**src/design/shp_pkg.sv**
```systemverilog
package shp_pkg;

  localparam int unsigned SAMPLE_W         = 8;
  localparam int unsigned FRAME_WIDTH_W    = 12;
  localparam int unsigned FRAME_HEIGHT_W   = 13;
  localparam int unsigned CHANNEL_COUNT_W  = 3;
  localparam int unsigned ROW_W            = 12;
  localparam int unsigned CFG_INDEX_W      = 2;
  localparam int unsigned CFG_DATA_W       = 13;

  localparam int unsigned MAX_WIDTH_DEF    = 2048;
  localparam int unsigned MAX_CHANNELS_DEF = 4;
  localparam int unsigned MAX_HEIGHT       = 4096;
  localparam int unsigned MIN_FRAME        = 3;
  localparam int unsigned MIN_CHANNELS     = 1;

  localparam int unsigned FRAME_WIDTH_RST   = 640;
  localparam int unsigned FRAME_HEIGHT_RST  = 480;
  localparam int unsigned CHANNEL_COUNT_RST = 1;

  localparam int unsigned CENTRE_GAIN = 5;
  localparam int unsigned SAMPLE_MAX  = 255;
  localparam int unsigned ACC_W       = 12;

  localparam int unsigned QUEUE_DEPTH = 4;
  localparam int unsigned QPTR_W      = $clog2(QUEUE_DEPTH);
  localparam int unsigned QCNT_W      = $clog2(QUEUE_DEPTH + 1);

  localparam logic [CFG_INDEX_W-1:0] REG_FRAME_WIDTH   = 2'd0;
  localparam logic [CFG_INDEX_W-1:0] REG_FRAME_HEIGHT  = 2'd1;
  localparam logic [CFG_INDEX_W-1:0] REG_CHANNEL_COUNT = 2'd2;

  typedef enum logic {
    MODE_SAMPLE = 1'b0,
    MODE_FLUSH  = 1'b1
  } shp_mode_e;

  typedef struct packed {
    shp_mode_e             mode;
    logic [SAMPLE_W-1:0]   sample;
  } shp_in_t;

  typedef struct packed {
    logic [SAMPLE_W-1:0]   sharpened;
    logic                  frame_end;
  } shp_out_t;

  typedef struct packed {
    logic [CFG_INDEX_W-1:0] index;
    logic [CFG_DATA_W-1:0]  value;
  } shp_cfg_t;

  // Operands of one result, handed from the front end to the arithmetic.
  typedef struct packed {
    logic [SAMPLE_W-1:0] centre;
    logic [SAMPLE_W-1:0] left;
    logic [SAMPLE_W-1:0] right;
    logic [SAMPLE_W-1:0] upper;
    logic [SAMPLE_W-1:0] lower;
    logic                zero;
    logic                frame_end;
  } shp_op_t;

endpackage

```
**src/design/shp_queue.sv**
```systemverilog
module shp_queue import shp_pkg::*; (
  input  logic              clk_i,
  input  logic              rst_ni,
  input  logic              push_i,
  input  shp_op_t           push_op_i,
  input  logic              pop_i,
  output logic              head_valid_o,
  output shp_op_t           head_op_o,
  output logic [QCNT_W-1:0] count_o
);

  shp_op_t             mem_q [QUEUE_DEPTH];
  logic [QPTR_W-1:0]   wr_ptr_q;
  logic [QPTR_W-1:0]   rd_ptr_q;
  logic [QCNT_W-1:0]   count_q;

  function automatic logic [QPTR_W-1:0] ptr_next(input logic [QPTR_W-1:0] ptr);
    ptr_next = (ptr == QPTR_W'(QUEUE_DEPTH - 1)) ? '0 : ptr + QPTR_W'(1);
  endfunction

  always_ff @(posedge clk_i or negedge rst_ni) begin
    if (!rst_ni) begin
      wr_ptr_q <= '0;
      rd_ptr_q <= '0;
      count_q  <= '0;
    end else begin
      if (push_i) begin
        wr_ptr_q <= ptr_next(wr_ptr_q);
      end
      if (pop_i) begin
        rd_ptr_q <= ptr_next(rd_ptr_q);
      end
      if (push_i && !pop_i) begin
        count_q <= count_q + QCNT_W'(1);
      end else if (pop_i && !push_i) begin
        count_q <= count_q - QCNT_W'(1);
      end
    end
  end

  always_ff @(posedge clk_i) begin
    if (push_i) begin
      mem_q[wr_ptr_q] <= push_op_i;
    end
  end

  assign head_valid_o = (count_q != '0);
  assign head_op_o    = mem_q[rd_ptr_q];
  assign count_o      = count_q;

endmodule

```
**config.mk**
```make
export PLATFORM = sky130hd
export DESIGN_NAME = shp_queue
export DESIGN_NICKNAME = d
export VERILOG_FILES = /design/src/design/shp_pkg.sv /design/src/design/shp_queue.sv
export SDC_FILE = /design/constraint.sdc
export NUM_CORES = 1
export LEC_CHECK = 0
export BUFFER_PORTS_ARGS = -buffer_cell sky130_fd_sc_hd__clkbuf_2
export CAP_MARGIN = 20
export CORE_ASPECT_RATIO = 0.7
export CORE_MARGIN = 4
export CORE_UTILIZATION = 55
export CTS_CLUSTER_DIAMETER = 30
export DETAILED_ROUTE_END_ITERATION = 7
export GPL_TIMING_DRIVEN = 0
export MAX_ROUTING_LAYER = met4
export PLACE_DENSITY = 0.73
export RECOVER_POWER = 100
export SLEW_MARGIN = 5
export SYNTH_ARGS = -nofsm -noshare
export SYNTH_HDL_FRONTEND = slang
export SYNTH_SLANG_ARGS = --single-unit
```
**constraint.sdc**
```tcl
create_clock -name clk_i -period 2.7 [get_ports clk_i]
set_clock_uncertainty 0.2 [all_clocks]
set_input_delay 0.27 -clock clk_i [delete_from_list [all_inputs] [get_ports clk_i]]
set_output_delay 0.27 -clock clk_i [all_outputs]
set_load 0.02 [all_outputs]
```
# Yosys cells after proc, flatten, opt, wreduce, memory -nomap -nowiden
# Memories as Yosys holds them, arrays and structs flattened.
# Index checks and enable logic that the tools add are counted.
# totals
register_bits,7
latch_bits,0
ramBits,168
mem_bits_ro,0
inputBits,46
output_inout_bits,46
elab_cells,22
n_memories,1
# memory_table
memory,words,word_bits,read_ports,rd_clocked_by_memory_dff,write_ports,line_no,rtl
mem_q,4,42,1,0,1,shp_queue.sv:12,shp_op_t mem_q [QUEUE_DEPTH];
# classes
add_sub_neg,4
mul,0
n_div,0
n_lt_le_gt_ge,0
eq_ne,2
shifts,0
muxes,6
bitwise_logic,0
n_reduce_logical,6
# ops
cell,n
2-to-1 mux 3 bit,2
adder 2 x 1 -> 2 bit (second input constant),2
equality test 2 bit (second input constant),2
2-to-1 mux 2 bit,2
adder 3 x 1 -> 3 bit (second input constant),1
nonzero test 3 bit,1
subtractor 3 x 1 -> 3 bit (second input constant),1
logical AND 1 bit,2
logical NOT 1 bit,2
2-to-1 mux 1 bit,2
nonzero test 2 bit,1

# Logic depth before layout (Yosys ltp)
# logic_depth
ltp_word,4
depth_mapped,7
ltp_nobuf,7

# Least setup slack after synthesis
# No wires, ideal clock.
# synth_path
kind,reg2reg
start,register wr_ptr_q[0]
end,"memory mem_q[2][0] in the netlist's numbering, enable pin"
setup_time_ns,0.403
arrival_ns,1.637
t_required_ns,2.097
slack_ns,0.460
stages_incl_launch_ff,4
period_less_slack_ns,2.240
cell_sequence,dfrtp_1 -> inv_1 -> ha_1 -> and2_1
# synth_lines
element,line_no,rtl
start: declaration,shp_queue.sv:13,logic [QPTR_W-1:0] wr_ptr_q;
start signal: assignment,shp_queue.sv:28,wr_ptr_q <= ptr_next(wr_ptr_q);
end: declaration,shp_queue.sv:12,
# Straight into the memory's write port.

# Worst setup path in the final report
# layout_path
start,input push_i
end,"memory mem_q[2][33] in the netlist's numbering, enable pin"
# layout_between
elab_chain_len,2
# layout_rtl
element,line_no,rtl
start: declaration,shp_queue.sv:4,"input logic push_i,"
2-to-1 mux 1 bit,shp_queue.sv:42,if (push_i) begin
2-to-1 mux 1 bit (implied by the code),shp_queue.sv:43,mem_q[wr_ptr_q] <= push_op_i;
# Every way passes these cells.

==> results.md <==
Global route:
- The number of antenna violations at the first check in global routing is 0.
- The via count of the first global-routing pass is 3,437.
- The remaining global-route overflow is 0.
- The maximum number of pins on one net before global-route repair is 25.
- The first-pass GRT wire length is 18,760 um.
- The overall track demand over capacity in global routing is 18.70%.

Routing:
- In the detailed route, the total length drawn on met2 is 5661 um.
- The ratio of routed vias to standard cells is 5.348.
- The highest metal layer with signal wires is met4.
- The initial DRC count is 195.
- The number of design rule violations left after detail routing is 0.
- The number of detailed-routing iterations run before antenna repair is 5.
- Dividing the detail-routed wire length by the instance count gives 19.80 um.
- The final antenna-violating net count is 0.
- The post-detailed-routing wire length is 11,500 um.
- Detailed routing inserted a total of 3,107 vias.
- After detailed routing, the wire length on met1 is 5067 um.
- Summed over all nets, wire length on met3 after detailed routing comes to 661 um.

Layout:
- Relative to the synthesized area, the layout overhead comes to 25.17%.
- The final layout contains 468 nets.
- Leaving out filler cells and counting taps, the final layout contains 581.
- The finished cells cover 8170 um2.
- The library cell used most frequently in the layout, excluding fill and tap cells, is sky130_fd_sc_hd__edfxtp_1.
- The library cells used most frequently in the layout, excluding fill and tap cells, are 168 x sky130_fd_sc_hd__edfxtp_1, 88 x sky130_fd_sc_hd__clkbuf_1, 45 x sky130_fd_sc_hd__dlygate4sd3_1.
- The share of post-route cells with drive strength above 1 is 20.79%.
- The antenna diode instance count is 0.

STA:
- The final critical delay including setup and external delays is 2402 ps.
- The number of hold violations in the final report came to 0.
- The transition time at the pin with the least slew margin is 1169 ps.
- The worst relative slew slack is 22.05%.
- The final number of max-transition violations came to 0.
- The share of the clock period used by the worst path is 88.97%.
- Setup repair after global routing left no endpoint under its margin.
- Timing would allow up to 416.3 MHz.
- The setup violation total in the final timing report is 0.

Power and ir drop:
- Overall power consumption after layout is estimated at 8.724 mW.
- The static leakage is 2.704 nW.
- The maximum vdd drop is 1.002 mV.
- The cell area power density is 1068 nW/um2.

Synthesis:
- A synthesized cell averages 25.50 um2.
- The synthesized instance count is 256.
- The biggest area contributor in the post-synthesis netlist is sky130_fd_sc_hd__edfxtp_1.
- Yosys attributes the largest share of cell area to sky130_fd_sc_hd__edfxtp_1 77%, sky130_fd_sc_hd__mux4_2 13%, sky130_fd_sc_hd__dfrtp_1 2.7%.
- Of all flip-flops after synthesis, the portion carrying an async set or reset was 4.000%.
- Summed over its instances, the top area cell type makes up 77.29% of the synthesized netlist area.
- The number of nets handed over by synthesis was 309.
- The fraction of the yosys area taken by sequential cells is 79.97%.
- The number of different library cells used by synthesis comes to 18.
- Yosys mapped a number of flops with a built-in enable equal to 168.
- The total of flip-flops plus latches after synthesis is 175.
- The predominant post-synthesis flop cell is sky130_fd_sc_hd__edfxtp_1.
- The cell area that synthesis handed to floorplanning was 6528 um2.
- The Yosys step of the flow raised 0 warnings.

Worst setup path:
- The largest stage delay on the critical path is 970 ps.
- The worst setup path is launched from an input pin.
- For flop-to-flop paths, the worst setup slack is 310 ps.
- The critical path data arrival time is 2310 ps.
- The number of buffers and inverters on the critical path is 3.
- The critical path is of the input pin to flop type.
- The largest fanout on the critical path is 22.
- The largest individual stage delay along the critical path comes from the cell sky130_fd_sc_hd__and2_1.
- The kind of capture point of the worst setup path is a flop.
- Among cell families on the critical path, the largest total delay comes from buffers and inverters.
- The signal on the critical path passes through dlygate4sd3_1 -> clkbuf_1 -> and2_1 -> buf_12.
- The data required time of the critical path is 2610 ps.

Placement:
- The placer's final routability congestion estimate is 0.7121.
- Detailed placement finished with a half-perimeter wire length of 6970 um.
- Once placement completed, the tool counted placed cells totaling 504.
- After detailed placement, the total cell area comes to 7259 um2.
- The count of port buffers added during placement is 91.

Clock network:
- The number of buffers created by CTS is 17.
- The number of levels the H-tree was split into is 4.
- The cell sitting at the root of the clock tree is a sky130_fd_sc_hd__clkbuf_16.
- For this design, the sink count on the clock tree is 175.
- In this run the post-CTS setup repair buffer count came out at 0.
- Clock-pin slew was measured on the worst setup and hold paths at 60 ps.
- The clock latency on the worst-skew pair is 400 ps.
- The maximum count of clock buffers along a single path is 2.
- The TritonCTS clock tree is done.

Die:
- Row generation in the floorplan step produced 32 rows.
- The die span in y is 99.15 um.
- For this design the top-level I/O count stands at 92.
- The die outline area is 13,700 um2.
- The effective utilization at floorplan is 57.81%.
- The total area inside the core boundary comes to 11,290 um2.
- The x dimension of the die is 138.2 um.

Outcome:
- The flow ran to the end, and the final reports show no timing, DRC or antenna violations.

Job:
- The number of maximum-capacitance violations is 0.

Worst hold path:
- The class of the tightest hold or removal check is input pin to async pin.
==> synthesized netlist by cell type, types with 2 or more instances <==
cell type / count
sky130_fd_sc_hd__o21ai_0: 2
sky130_fd_sc_hd__inv_1: 4
sky130_fd_sc_hd__buf_12: 4
sky130_fd_sc_hd__ha_1: 6
sky130_fd_sc_hd__edfxtp_1: 168
sky130_fd_sc_hd__and2_1: 4
sky130_fd_sc_hd__dfrtp_1: 7
sky130_fd_sc_hd__buf_2: 5
sky130_fd_sc_hd__mux4_1: 4
sky130_fd_sc_hd__nor2_1: 3
sky130_fd_sc_hd__nand2_1: 2
sky130_fd_sc_hd__mux2_2: 3
sky130_fd_sc_hd__mux4_2: 38
sky130_fd_sc_hd__xor2_1: 2
==> metrics by stage <==
stage | setup TNS [ps] | worst slack (ps) | hold slack (ps) | utilization [%]
finish | 0 | 297.8 | 127.3 | 72.36
global route | 0 | 162.5 | 148.0 | 72.36
CTS | 0 | 356.5 | 26.21 | 73.35
detailed placement | 0 | 652.8 | -74.53 | 64.30
global placement | -46240 | -351.0 | -81.85 | 63.54
floorplan | 0 | 459.7 | -225.6 | -
==> timing repair <==
action                                 CTS  global route
endpoints found under the hold margin  179             0
hold buffers                            45             0
gates resized for setup                  0             0
==> per-layer routing <==
metal / vias up / global-route usage (%)
met5: - / -
met4: 0 / 5.163
met3: 13 / 5.815
met2: 105 / 28.97
met1: 1583 / 24.61
li1: 1406 / -
==> sequential cells by signal, indices dropped and copies added, names as in the netlist <==
name / count
mem_q: 168
wr_ptr_q: 2
rd_ptr_q: 2
count_o: 3
==> kinds of logic after synthesis <==
family | after synthesis | share of synthesized area (%)
DFF | 175 | 79.97
muxes | 45 | 15.24
buffers and inverters | 14 | 2.013
and+or+nand+nor | 10 | 0.7668
adders and majority gates | 7 | 1.457
xor gates and xnor gates | 3 | 0.4026
AOI/OAI and AO/OA | 2 | 0.1534
==> area by class of cell <==
class,instances,area (um2)
Sequential cell,175,5220
Fill cell,727,3120
Multi-Input combinational cell,67,1176
Timing Repair Buffer,140,879.6
Clock buffer,20,436.7
Tap cell,153,191.4
Clock inverter,12,135.1
Buffer,10,116.4
Inverter,4,15.01
==> path summary, 6_finish.rpt <==
path | startpoint | endpoint | cells past startpoint
max | push_i | mem_q[2][33] | 4
min | rst_ni | count_o[0] | 2
max reg2reg | wr_ptr_q[0] | mem_q[2][33] | 4
min reg2reg | count_o[2] | count_o[2] | 1
max in group asynchronous | rst_ni | wr_ptr_q[0] | 2
min in group clk_i | count_o[2] | count_o[2] | 1
==> where the power goes <==
group	switching [mW]	internal [mW]	leakage (nW)
Combinational	1.61	1.15	0.809
Sequential	0.129	3.49	1.63
Clock	0.975	1.37	0.269
(Power assumes the default switching activity.)
